## src/hdl/pdl_pkg.sv

```systemverilog
`timescale 1ns / 1ps

package pdl_pkg;

  // defaults for the top level parameters
  localparam int unsigned CodeLengthDef = 6;
  localparam int unsigned QueueDepthDef = 2;

  // register and counter widths
  localparam int unsigned RunW   = 11;
  localparam int unsigned HoldW  = 11;
  localparam int unsigned AlarmW = 12;
  localparam int unsigned CfgW   = 12;
  localparam int unsigned CfgIdxW = 2;
  localparam int unsigned TickW  = 13;
  localparam logic [TickW-1:0] TickMax = {TickW{1'b1}};

  // register reset values
  localparam logic [RunW-1:0]   RunTicksRst   = 11'd469;
  localparam logic [HoldW-1:0]  HoldTicksRst  = 11'd94;
  localparam logic [AlarmW-1:0] AlarmTicksRst = 12'd1875;

  // link byte codes
  localparam logic [7:0] ByteReady    = 8'h01;
  localparam logic [7:0] ByteStore    = 8'h02;
  localparam logic [7:0] ByteCompare  = 8'h03;
  localparam logic [7:0] ByteMatch    = 8'h04;
  localparam logic [7:0] ByteOpen     = 8'h05;
  localparam logic [7:0] ByteOpened   = 8'h06;
  localparam logic [7:0] ByteClosed   = 8'h07;
  localparam logic [7:0] ByteAlarm    = 8'h08;
  localparam logic [7:0] ByteSafe     = 8'h09;
  localparam logic [7:0] ByteMismatch = 8'h00;
  localparam logic [7:0] ByteErased   = 8'hFF;

  typedef enum logic [CfgIdxW-1:0] {
    CFG_RUN   = 2'd0,
    CFG_HOLD  = 2'd1,
    CFG_ALARM = 2'd2
  } cfg_reg_e;

  // item class decided by the front end
  typedef enum logic [2:0] {
    CLS_TICK,
    CLS_OTHER,
    CLS_STORE,
    CLS_COMPARE,
    CLS_OPEN,
    CLS_ALARM,
    CLS_READY
  } item_class_e;

  typedef struct packed {
    item_class_e cls;
    logic [7:0]  data;
  } item_t;

  typedef struct packed {
    logic full;
    logic empty;
  } queue_status_t;

  typedef enum logic [1:0] {
    RX_IDLE       = 2'd0,
    RX_STORE      = 2'd1,
    RX_COLLECT    = 2'd2,
    RX_WAIT_READY = 2'd3
  } rx_mode_e;

  typedef enum logic [1:0] {
    TMR_IDLE  = 2'd0,
    TMR_DOOR  = 2'd1,
    TMR_ALARM = 2'd2
  } timer_mode_e;

  typedef enum logic [1:0] {
    MOTOR_STOP = 2'd0,
    MOTOR_CW   = 2'd1,
    MOTOR_CCW  = 2'd2
  } motor_e;

endpackage

```

## src/hdl/password_door_lock_controller.sv

```systemverilog
`timescale 1ns / 1ps

// channel | handshake                | fields
// --------+--------------------------+---------------------------------------------
// input   | in_valid_i, in_ready_o   | operation_i, rx_byte_i
// result  | out_valid_o, out_ready_i | tx_valid_o, tx_byte_o, motor_drive_o, buzzer_on_o
// config  | cfg_we_i                 | cfg_idx_i, cfg_data_i
//
// one item per cycle sustained while the result port is ready; an item's result
// passes through the queue and then the result register before it can transfer.
// the per-item state update is done in the back end as each item is taken, so
// only a stalled result port limits throughput below one item per clock.
// reset clears the queue and the control state, loads the config registers with
// their defaults and sets the stored password to erased bytes; no clearing pass.
// a stalled result port fills the queue, after which in_ready_o drops.

module password_door_lock_controller #(
  parameter int unsigned CODE_LENGTH = pdl_pkg::CodeLengthDef,
  parameter int unsigned QUEUE_DEPTH = pdl_pkg::QueueDepthDef
) (
  input  logic                         clk_i,
  input  logic                         rst_ni,
  input  logic                         in_valid_i,
  output logic                         in_ready_o,
  input  logic                         operation_i,
  input  logic [7:0]                   rx_byte_i,
  output logic                         out_valid_o,
  input  logic                         out_ready_i,
  output logic                         tx_valid_o,
  output logic [7:0]                   tx_byte_o,
  output logic [1:0]                   motor_drive_o,
  output logic                         buzzer_on_o,
  input  logic                         cfg_we_i,
  input  logic [pdl_pkg::CfgIdxW-1:0]  cfg_idx_i,
  input  logic [pdl_pkg::CfgW-1:0]     cfg_data_i
);

  logic [pdl_pkg::RunW-1:0]   run_ticks_q;
  logic [pdl_pkg::HoldW-1:0]  hold_ticks_q;
  logic [pdl_pkg::AlarmW-1:0] alarm_ticks_q;

  pdl_pkg::queue_status_t q_status;
  pdl_pkg::item_t         push_item;
  pdl_pkg::item_t         pop_item;
  logic                   push;
  logic                   pop;

  // configuration registers
  always_ff @(posedge clk_i or negedge rst_ni) begin
    if (!rst_ni) begin
      run_ticks_q   <= pdl_pkg::RunTicksRst;
      hold_ticks_q  <= pdl_pkg::HoldTicksRst;
      alarm_ticks_q <= pdl_pkg::AlarmTicksRst;
    end else if (cfg_we_i) begin
      case (pdl_pkg::cfg_reg_e'(cfg_idx_i))
        pdl_pkg::CFG_RUN:   run_ticks_q   <= cfg_data_i[pdl_pkg::RunW-1:0];
        pdl_pkg::CFG_HOLD:  hold_ticks_q  <= cfg_data_i[pdl_pkg::HoldW-1:0];
        pdl_pkg::CFG_ALARM: alarm_ticks_q <= cfg_data_i[pdl_pkg::AlarmW-1:0];
        default: ;
      endcase
    end
  end

  // front end: classify and enqueue
  pdl_front u_front (
    .in_valid_i  (in_valid_i),
    .in_ready_o  (in_ready_o),
    .operation_i (operation_i),
    .rx_byte_i   (rx_byte_i),
    .q_status_i  (q_status),
    .push_o      (push),
    .push_item_o (push_item)
  );

  // decoupling queue
  pdl_queue #(
    .DEPTH (QUEUE_DEPTH)
  ) u_queue (
    .clk_i       (clk_i),
    .rst_ni      (rst_ni),
    .push_i      (push),
    .push_item_i (push_item),
    .pop_i       (pop),
    .pop_item_o  (pop_item),
    .status_o    (q_status)
  );

  // back end: execute and register the result
  pdl_back #(
    .CODE_LENGTH (CODE_LENGTH)
  ) u_back (
    .clk_i         (clk_i),
    .rst_ni        (rst_ni),
    .item_valid_i  (!q_status.empty),
    .item_i        (pop_item),
    .item_pop_o    (pop),
    .run_ticks_i   (run_ticks_q),
    .hold_ticks_i  (hold_ticks_q),
    .alarm_ticks_i (alarm_ticks_q),
    .out_valid_o   (out_valid_o),
    .out_ready_i   (out_ready_i),
    .tx_valid_o    (tx_valid_o),
    .tx_byte_o     (tx_byte_o),
    .motor_drive_o (motor_drive_o),
    .buzzer_on_o   (buzzer_on_o)
  );

  // queue never written when full
  a_no_overflow : assert property (@(posedge clk_i) disable iff (!rst_ni)
    push |-> !q_status.full)
    else $error("queue written while full");

  // queue never read when empty
  a_no_underflow : assert property (@(posedge clk_i) disable iff (!rst_ni)
    pop |-> !q_status.empty)
    else $error("queue read while empty");

  // a silent result carries a zero byte
  a_quiet_tx : assert property (@(posedge clk_i) disable iff (!rst_ni)
    (out_valid_o && !tx_valid_o) |-> (tx_byte_o == 8'h00))
    else $error("tx byte set without tx valid");

  // motor code stays within stop, clockwise, anticlockwise
  a_motor_code : assert property (@(posedge clk_i) disable iff (!rst_ni)
    out_valid_o |-> (motor_drive_o != 2'b11))
    else $error("illegal motor code");

endmodule

```

## src/hdl/pdl_front.sv

```systemverilog
`timescale 1ns / 1ps

module pdl_front (
  input  logic                   in_valid_i,
  output logic                   in_ready_o,
  input  logic                   operation_i,
  input  logic [7:0]             rx_byte_i,
  input  pdl_pkg::queue_status_t q_status_i,
  output logic                   push_o,
  output pdl_pkg::item_t         push_item_o
);

  pdl_pkg::item_class_e cls;

  // classify an item: a tick when operation_i is set, else decode the command code of a link byte
  always_comb begin
    if (operation_i) begin
      cls = pdl_pkg::CLS_TICK;
    end else begin
      case (rx_byte_i)
        pdl_pkg::ByteStore:   cls = pdl_pkg::CLS_STORE;
        pdl_pkg::ByteCompare: cls = pdl_pkg::CLS_COMPARE;
        pdl_pkg::ByteOpen:    cls = pdl_pkg::CLS_OPEN;
        pdl_pkg::ByteAlarm:   cls = pdl_pkg::CLS_ALARM;
        pdl_pkg::ByteReady:   cls = pdl_pkg::CLS_READY;
        default:              cls = pdl_pkg::CLS_OTHER;
      endcase
    end
  end

  // transfer into the queue whenever there is room
  assign in_ready_o       = !q_status_i.full;
  assign push_o           = in_valid_i && in_ready_o;
  assign push_item_o.cls  = cls;
  assign push_item_o.data = rx_byte_i;

endmodule

```

## src/hdl/pdl_queue.sv

```systemverilog
`timescale 1ns / 1ps

module pdl_queue #(
  parameter int unsigned DEPTH = pdl_pkg::QueueDepthDef
) (
  input  logic                   clk_i,
  input  logic                   rst_ni,
  input  logic                   push_i,
  input  pdl_pkg::item_t         push_item_i,
  input  logic                   pop_i,
  output pdl_pkg::item_t         pop_item_o,
  output pdl_pkg::queue_status_t status_o
);

  localparam int unsigned PtrW = (DEPTH > 1) ? $clog2(DEPTH) : 1;
  localparam int unsigned CntW = $clog2(DEPTH + 1);

  pdl_pkg::item_t slot_q [DEPTH];
  logic [PtrW-1:0] wr_ptr_q, wr_ptr_d;
  logic [PtrW-1:0] rd_ptr_q, rd_ptr_d;
  logic [CntW-1:0] count_q, count_d;

  // pointer wrap and fill count
  always_comb begin
    wr_ptr_d = wr_ptr_q;
    rd_ptr_d = rd_ptr_q;
    count_d  = count_q;
    if (push_i) begin
      wr_ptr_d = (wr_ptr_q == PtrW'(DEPTH - 1)) ? '0 : wr_ptr_q + 1'b1;
    end
    if (pop_i) begin
      rd_ptr_d = (rd_ptr_q == PtrW'(DEPTH - 1)) ? '0 : rd_ptr_q + 1'b1;
    end
    if (push_i && !pop_i) begin
      count_d = count_q + 1'b1;
    end else if (pop_i && !push_i) begin
      count_d = count_q - 1'b1;
    end
  end

  always_ff @(posedge clk_i or negedge rst_ni) begin
    if (!rst_ni) begin
      wr_ptr_q <= '0;
      rd_ptr_q <= '0;
      count_q  <= '0;
    end else begin
      wr_ptr_q <= wr_ptr_d;
      rd_ptr_q <= rd_ptr_d;
      count_q  <= count_d;
    end
  end

  // slot storage
  always_ff @(posedge clk_i) begin
    if (push_i) begin
      slot_q[wr_ptr_q] <= push_item_i;
    end
  end

  assign pop_item_o     = slot_q[rd_ptr_q];
  assign status_o.full  = (count_q == CntW'(DEPTH));
  assign status_o.empty = (count_q == '0);

endmodule

```

## src/hdl/pdl_back.sv

```systemverilog
`timescale 1ns / 1ps

module pdl_back #(
  parameter int unsigned CODE_LENGTH = pdl_pkg::CodeLengthDef
) (
  input  logic                        clk_i,
  input  logic                        rst_ni,
  input  logic                        item_valid_i,
  input  pdl_pkg::item_t              item_i,
  output logic                        item_pop_o,
  input  logic [pdl_pkg::RunW-1:0]    run_ticks_i,
  input  logic [pdl_pkg::HoldW-1:0]   hold_ticks_i,
  input  logic [pdl_pkg::AlarmW-1:0]  alarm_ticks_i,
  output logic                        out_valid_o,
  input  logic                        out_ready_i,
  output logic                        tx_valid_o,
  output logic [7:0]                  tx_byte_o,
  output logic [1:0]                  motor_drive_o,
  output logic                        buzzer_on_o
);

  localparam int unsigned IdxW = (CODE_LENGTH > 1) ? $clog2(CODE_LENGTH) : 1;
  localparam int unsigned TickW = pdl_pkg::TickW;

  logic [7:0] code_q [CODE_LENGTH];
  logic [7:0] code_d [CODE_LENGTH];

  pdl_pkg::rx_mode_e    rx_mode_q, rx_mode_d;
  pdl_pkg::timer_mode_e timer_q, timer_d;
  pdl_pkg::motor_e      motor_q, motor_d;
  logic [IdxW-1:0]      idx_q, idx_d;
  logic                 mismatch_q, mismatch_d;
  logic [TickW-1:0]     tick_q, tick_d;
  logic                 buzzer_q, buzzer_d;

  logic             out_valid_q;
  logic             tx_valid_q;
  logic [7:0]       tx_byte_q;
  pdl_pkg::motor_e  motor_out_q;
  logic             buzzer_out_q;

  logic             take;
  logic             is_tick;
  logic             last_byte;
  logic [TickW-1:0] tick_inc;
  logic [TickW-1:0] thr_hold;
  logic [TickW-1:0] thr_close;
  logic             hit_open;
  logic             hit_hold;
  logic             hit_close;
  logic             hit_alarm;
  logic             tx_valid;
  logic [7:0]       tx_byte;

  // take an item when the result register is free or being drained
  assign take       = item_valid_i && (!out_valid_q || out_ready_i);
  assign item_pop_o = take;
  assign is_tick    = (item_i.cls == pdl_pkg::CLS_TICK);
  assign last_byte  = (idx_q == IdxW'(CODE_LENGTH - 1));

  // saturating tick count and door sequence thresholds
  assign tick_inc  = (tick_q != pdl_pkg::TickMax) ? tick_q + 1'b1 : tick_q;
  assign thr_hold  = TickW'(run_ticks_i) + TickW'(hold_ticks_i);
  assign thr_close = thr_hold + TickW'(run_ticks_i);
  assign hit_open  = (tick_inc == TickW'(run_ticks_i));
  assign hit_hold  = (tick_inc == thr_hold);
  assign hit_close = (tick_inc == thr_close);
  assign hit_alarm = (tick_inc == TickW'(alarm_ticks_i));

  // next state
  always_comb begin
    code_d     = code_q;
    rx_mode_d  = rx_mode_q;
    timer_d    = timer_q;
    motor_d    = motor_q;
    idx_d      = idx_q;
    mismatch_d = mismatch_q;
    tick_d     = tick_q;
    buzzer_d   = buzzer_q;
    if (take) begin
      if (is_tick) begin
        case (timer_q)
          pdl_pkg::TMR_DOOR: begin
            tick_d = tick_inc;
            if (hit_open) begin
              motor_d = pdl_pkg::MOTOR_STOP;
            end
            if (hit_hold) begin
              motor_d = pdl_pkg::MOTOR_CCW;
            end
            if (hit_close) begin
              motor_d = pdl_pkg::MOTOR_STOP;
              tick_d  = '0;
              timer_d = pdl_pkg::TMR_IDLE;
            end
          end
          pdl_pkg::TMR_ALARM: begin
            tick_d = tick_inc;
            if (hit_alarm) begin
              buzzer_d = 1'b0;
              tick_d   = '0;
              timer_d  = pdl_pkg::TMR_IDLE;
            end
          end
          default: ;
        endcase
      end else begin
        case (rx_mode_q)
          pdl_pkg::RX_IDLE: begin
            case (item_i.cls)
              pdl_pkg::CLS_STORE: begin
                rx_mode_d  = pdl_pkg::RX_STORE;
                idx_d      = '0;
                mismatch_d = 1'b0;
              end
              pdl_pkg::CLS_COMPARE: begin
                rx_mode_d  = pdl_pkg::RX_COLLECT;
                idx_d      = '0;
                mismatch_d = 1'b0;
              end
              pdl_pkg::CLS_OPEN: begin
                tick_d  = '0;
                timer_d = pdl_pkg::TMR_DOOR;
                motor_d = pdl_pkg::MOTOR_CW;
              end
              pdl_pkg::CLS_ALARM: begin
                tick_d   = '0;
                timer_d  = pdl_pkg::TMR_ALARM;
                buzzer_d = 1'b1;
              end
              default: ;
            endcase
          end
          pdl_pkg::RX_STORE, pdl_pkg::RX_COLLECT: begin
            if (rx_mode_q == pdl_pkg::RX_STORE) begin
              code_d[idx_q] = item_i.data;
            end else if (code_q[idx_q] != item_i.data) begin
              mismatch_d = 1'b1;
            end
            if (last_byte) begin
              idx_d     = '0;
              rx_mode_d = (rx_mode_q == pdl_pkg::RX_STORE) ?
                          pdl_pkg::RX_IDLE : pdl_pkg::RX_WAIT_READY;
            end else begin
              idx_d = idx_q + 1'b1;
            end
          end
          default: begin
            if (item_i.cls == pdl_pkg::CLS_READY) begin
              rx_mode_d  = pdl_pkg::RX_IDLE;
              mismatch_d = 1'b0;
            end
          end
        endcase
      end
    end
  end

  // link byte sent for the item
  always_comb begin
    tx_valid = 1'b0;
    tx_byte  = 8'h00;
    if (take) begin
      if (is_tick) begin
        case (timer_q)
          pdl_pkg::TMR_DOOR: begin
            if (hit_open) begin
              tx_valid = 1'b1;
              tx_byte  = pdl_pkg::ByteOpened;
            end
            if (hit_close) begin
              tx_valid = 1'b1;
              tx_byte  = pdl_pkg::ByteClosed;
            end
          end
          pdl_pkg::TMR_ALARM: begin
            if (hit_alarm) begin
              tx_valid = 1'b1;
              tx_byte  = pdl_pkg::ByteSafe;
            end
          end
          default: ;
        endcase
      end else begin
        case (rx_mode_q)
          pdl_pkg::RX_IDLE: begin
            if (item_i.cls == pdl_pkg::CLS_STORE || item_i.cls == pdl_pkg::CLS_COMPARE) begin
              tx_valid = 1'b1;
              tx_byte  = pdl_pkg::ByteReady;
            end
          end
          pdl_pkg::RX_STORE, pdl_pkg::RX_COLLECT: begin
            if (!last_byte) begin
              tx_valid = 1'b1;
              tx_byte  = pdl_pkg::ByteReady;
            end
          end
          default: begin
            if (item_i.cls == pdl_pkg::CLS_READY) begin
              tx_valid = 1'b1;
              tx_byte  = mismatch_q ? pdl_pkg::ByteMismatch : pdl_pkg::ByteMatch;
            end
          end
        endcase
      end
    end
  end

  // state registers, the password store resets to erased
  always_ff @(posedge clk_i or negedge rst_ni) begin
    if (!rst_ni) begin
      for (int i = 0; i < CODE_LENGTH; i++) begin
        code_q[i] <= pdl_pkg::ByteErased;
      end
      rx_mode_q  <= pdl_pkg::RX_IDLE;
      timer_q    <= pdl_pkg::TMR_IDLE;
      motor_q    <= pdl_pkg::MOTOR_STOP;
      idx_q      <= '0;
      mismatch_q <= 1'b0;
      tick_q     <= '0;
      buzzer_q   <= 1'b0;
    end else begin
      code_q     <= code_d;
      rx_mode_q  <= rx_mode_d;
      timer_q    <= timer_d;
      motor_q    <= motor_d;
      idx_q      <= idx_d;
      mismatch_q <= mismatch_d;
      tick_q     <= tick_d;
      buzzer_q   <= buzzer_d;
    end
  end

  // result register valid
  always_ff @(posedge clk_i or negedge rst_ni) begin
    if (!rst_ni) begin
      out_valid_q <= 1'b0;
    end else if (take) begin
      out_valid_q <= 1'b1;
    end else if (out_ready_i) begin
      out_valid_q <= 1'b0;
    end
  end

  // result register payload
  always_ff @(posedge clk_i) begin
    if (take) begin
      tx_valid_q   <= tx_valid;
      tx_byte_q    <= tx_byte;
      motor_out_q  <= motor_d;
      buzzer_out_q <= buzzer_d;
    end
  end

  assign out_valid_o   = out_valid_q;
  assign tx_valid_o    = tx_valid_q;
  assign tx_byte_o     = tx_byte_q;
  assign motor_drive_o = motor_out_q;
  assign buzzer_on_o   = buzzer_out_q;

endmodule
```

## config.mk

```make
export PLATFORM = sky130hd
export DESIGN_NAME = password_door_lock_controller
export DESIGN_NICKNAME = d
export VERILOG_FILES = /design/src/hdl/pdl_pkg.sv /design/src/hdl/password_door_lock_controller.sv /design/src/hdl/pdl_front.sv /design/src/hdl/pdl_queue.sv /design/src/hdl/pdl_back.sv
export SDC_FILE = /design/constraint.sdc
export NUM_CORES = 1
export LEC_CHECK = 0
export BUFFER_PORTS_ARGS = -buffer_cell sky130_fd_sc_hd__buf_2
export CORE_MARGIN = 2
export CORE_UTILIZATION = 50
export CTS_BUF_LIST = sky130_fd_sc_hd__clkbuf_8
export CTS_CLUSTER_SIZE = 16
export DETAILED_ROUTE_END_ITERATION = 8
export PLACE_DENSITY = 0.67
export SETUP_SLACK_MARGIN = 0.15
export SYNTH_ARGS = -nofsm -noshare
export SYNTH_HDL_FRONTEND = slang
export SYNTH_SLANG_ARGS = --single-unit
```

## constraint.sdc

```tcl
create_clock -name clk_i -period 4.4 [get_ports clk_i]
set_input_delay 0.44 -clock clk_i [delete_from_list [all_inputs] [get_ports clk_i]]
set_output_delay 0.44 -clock clk_i [all_outputs]
set_load 0.01 [all_outputs]
```

==> out/metrics.yaml <==
pwr:
  p_total_mw: 6.710
  powerDensity_mw_per_mm2: 680.9
  leakagePower_nw: 3.891
  ir_drop_mv: 0.3411
setup_path:
  critical_path.cell_chain: "ha_1 > a211oi_2 > o21bai_1 > a2111o_1 > o311ai_2 > xnor2_1 > ha_2 > buf_4 > a31o_2 > a21oi_2 > o21ai_0 > xnor2_1 > nand4_1 > buf_6 > a311oi_1 > o21ai_1"
  worstSetupStartpoint: "hold_ticks_q[1]"
  start_kind: "register"
  reg2regPathDepth: 16
  r2r_end: "u_back.motor_drive_o[0]"
  worstPathArrival_ns: 4.31
  cp_slowest_cell: "dfstp_2"
  r2r_slack_ns: 0.30
  endpoint_kind: "register"
  crit_path_max_incr_delay_ns: 0.55
  crit_top_cell: "xnor2_1"
  worstPathRequired_ns: 4.61
  worstReg2RegStart: "hold_ticks_q[1]"
  critPathMaxFanout: 7
  crit_type: "reg2reg"
synth:
  synthArstFlopShare: 0.7872
  seq_area_frac_synth: 0.4248
  synth_cell_type_count: 83
  synth_ff_type: "dfstp_2"
  yosysWarningCount: 0
  synthTopCellsByArea: "dfstp_2 (20%), dfrtp_1 (13%), edfxtp_1 (10%), mux2_2 (5.0%), a21oi_1 (4.6%)"
  synth_edf_count: 30
  netlist_area_sq_mm: 0.008855
  synth_top_area_frac: 0.1958
  avgSynthCellArea_sq_um: 9.916
  ys_ff_latch: 141
  synth_top_cell_by_area: "dfstp_2"
  synthCells: 893
routing:
  wl_per_cell_um: 18.84
  via_per_inst: 6.038
  drtPass1Iterations: 6
  vias: 7071
  initialDrtViolationCount: 659
  drtAntennaViolNets: 0
  totalWireLength_mm: 22.07
  route.detailed.drc: 0
clock_network:
  cts_made_buffers: 17
  clkTransAtPathRegs_ns: 0.09
  clk_path_buf_depth: 2
  ctsRootBufferMaster: "clkbuf_8"
  cts_tree: "built"
  clock_sinks: 141
  clock_latency_ns: 0.47
  htreeDepth: 4
hold_path:
  hold_path_depth: 1
  min_from: "rx_byte_i[5]"
  min-delay-path-class: "in2reg"
  min_to: "u_queue.slot_q[0][5]"
final_layout:
  final_nets: 995
  layout-drive-gt1-share: 0.2632
  area_delta_synth_final_pct: 11.29
  diodes: 0
sta:
  drv_slew: 0
  skew_ns: 0.01151
  tightest_slew_ns: 1.067
  fmax_mhz: 244.0
  fin_crit_ns: 4.098
  finalSetupTns_ns: 0
  setup_viol: 0
  fin_crit_sh: 0.9314
  hold_viol: 0
  rsz0062_at_grt: "no"
  slew_headroom: 0.2855
floorplan:
  die_area_sq_mm: 0.01879
  start_util: 0.5119
  io_pins: 42
  placementRows: 48
  core_sq_mm: 0.01730
  die_h_um: 137.1
  dieWidth_um: 137.1
grt:
  grt_pass1_vias: 6608
  gr-total-overflow: 0
  grt_max_degree: 40
  grt_pass1_wl_mm: 35.83
  grtUsageTotal: 0.2482
  antenna_found_initial: 0
place:
  gp_congestion: 0.9562
  dpl.hpwl_mm: 15.88
  io_buffers: 37
run_status:
  status: "completed"
run:
  cap_violations: 0
[layout by cell type, fill, tap and decap left out, drive strengths merged, types with 9 or more instances in the layout]
| cell | instances |
|---|---|
| o21ai | 48 |
| xnor2 | 46 |
| ha | 32 |
| nand2b | 13 |
| xor2 | 20 |
| dfstp | 66 |
| clkbuf | 17 |
| nand4 | 20 |
| buf | 62 |
| mux2i | 32 |
| a31oi | 11 |
| a211oi | 12 |
| edfxtp | 30 |
| nor3 | 16 |
| nand2 | 53 |
| and3 | 9 |
| nand3 | 29 |
| nor2 | 97 |
| nor4 | 14 |
| a21oi | 83 |
| inv | 29 |
| dfrtp | 45 |
| mux2 | 39 |
[critical path: cells and delay by family (launching register included)]
kind / cells / cell delay [ns]
compound gates: 9 / 1.81
fa+ha+maj: 2 / 0.58
flops: 1 / 0.55
xor+xnor: 2 / 0.43
buf+inv: 2 / 0.32
simple gates: 1 / 0.15
[kinds of logic (layout without fill, tap and decap cells)]
| group | Yosys count | in the layout | synth area share |
|---|---|---|---|
| multiplexers | 72 | 72 | 0.08831 |
| adder cells (fa/ha/maj) | 34 | 34 | 0.04974 |
| flip-flops | 141 | 141 | 0.4248 |
| XOR/XNOR | 71 | 71 | 0.07899 |
| AO/OA/AOI/OAI | 218 | 218 | 0.1566 |
| other | 1 | 4 | 0.0004235 |
| buffers and inverters | 66 | 116 | 0.03349 |
| AND/OR/NAND/NOR | 290 | 290 | 0.1677 |
[worst max path at each step]
stage	cells past startpoint	endpoint	slack [ns]
final	16	u_back.motor_drive_o[0]	0.30
after floorplan	17	u_back.motor_drive_o[1]	0.47
after detailed placement	17	u_back.tick_q[4]	0.13
after CTS	17	u_back.motor_drive_o[1]	0.16
after global routing	16	u_back.motor_drive_o[0]	0.13
after global placement	17	u_back.tick_q[4]	0.23
[what timing repair did]
item	in CTS	in global routing
pin swaps	1	15
setup endpoints to repair	11	23
endpoints found under the hold margin	16	0
setup buffers	0	3
hold buffers	1	0
gates resized for setup	7	23
[power by group]
part / switching (mW) / internal, mW / leakage (nW) / total, mW
clock network: 0.570 / 0.465 / 0.194 / 1.04
registers: 0.360 / 1.89 / 1.53 / 2.25
logic: 1.85 / 1.57 / 2.17 / 3.42
total: 2.78 / 3.93 / 3.89 / 6.71
[cells in the mapped netlist, drive strengths merged (20+ instances only)]
cell type / n
a21oi: 83
clkbuf: 28
dfrtp: 45
dfstp: 66
edfxtp: 30
ha: 32
inv: 21
mux2: 39
mux2i: 32
nand2: 53
nand3: 29
nand4: 20
nor2: 97
o21ai: 48
xnor2: 46
xor2: 20
[state kept, by name (all words and copies together), names as in the netlist, 2 cells and up]
register	cells
u_back.motor_drive_o	2
u_back.code_q	48
u_back.tx_byte_o	4
u_queue.count_q	2
run_ticks_q	11
hold_ticks_q	11
u_back.idx_q	3
u_back.rx_mode_q	2
u_queue.slot_q	22
u_back.timer_q	2
u_back.motor_q	2
alarm_ticks_q	12
u_back.tick_q	13
[through the flow]
| step | hold WS, ns | worst slack, ns | instance area [sq um] | utilization | cells |
|---|---|---|---|---|---|
| 2_1_floorplan | 0.1444 | 0.4734 | 8866 | - | 896 |
| 3_3_place_gp | 0.4393 | 0.2289 | 9288 | 0.5370 | 1135 |
| 3_5_place_dp | 0.4444 | 0.1300 | 9288 | 0.5370 | 1135 |
| 4_1_cts | 0.1570 | 0.1582 | 9717 | 0.5618 | 1168 |
| 5_1_grt | 0.1646 | 0.1331 | 9854 | 0.5697 | 1171 |
| 6_report | 0.1766 | 0.3019 | 9854 | 0.5697 | 1171 |
[final cells by class]
| cell class | count | area (sq um) |
|---|---|---|
| fill | 1538 | 7442 |
| multi-input combinational | 689 | 4960 |
| sequential | 141 | 3761 |
| timing repair buffer | 63 | 389.1 |
| tap | 225 | 281.5 |
| clock buffer | 17 | 234.0 |
| clock inverter | 15 | 150.1 |
| inverter | 21 | 78.83 |
[per-layer routing]
metal,up-vias,share of wire,global-route usage
met3,35,0.070,0.05000
li1,3346,-,-
met1,3410,0.48,0.3701
met4,0,0.020,0.08591
met5,-,0,0
met2,280,0.44,0.3577
(Power assumes the default switching activity.)
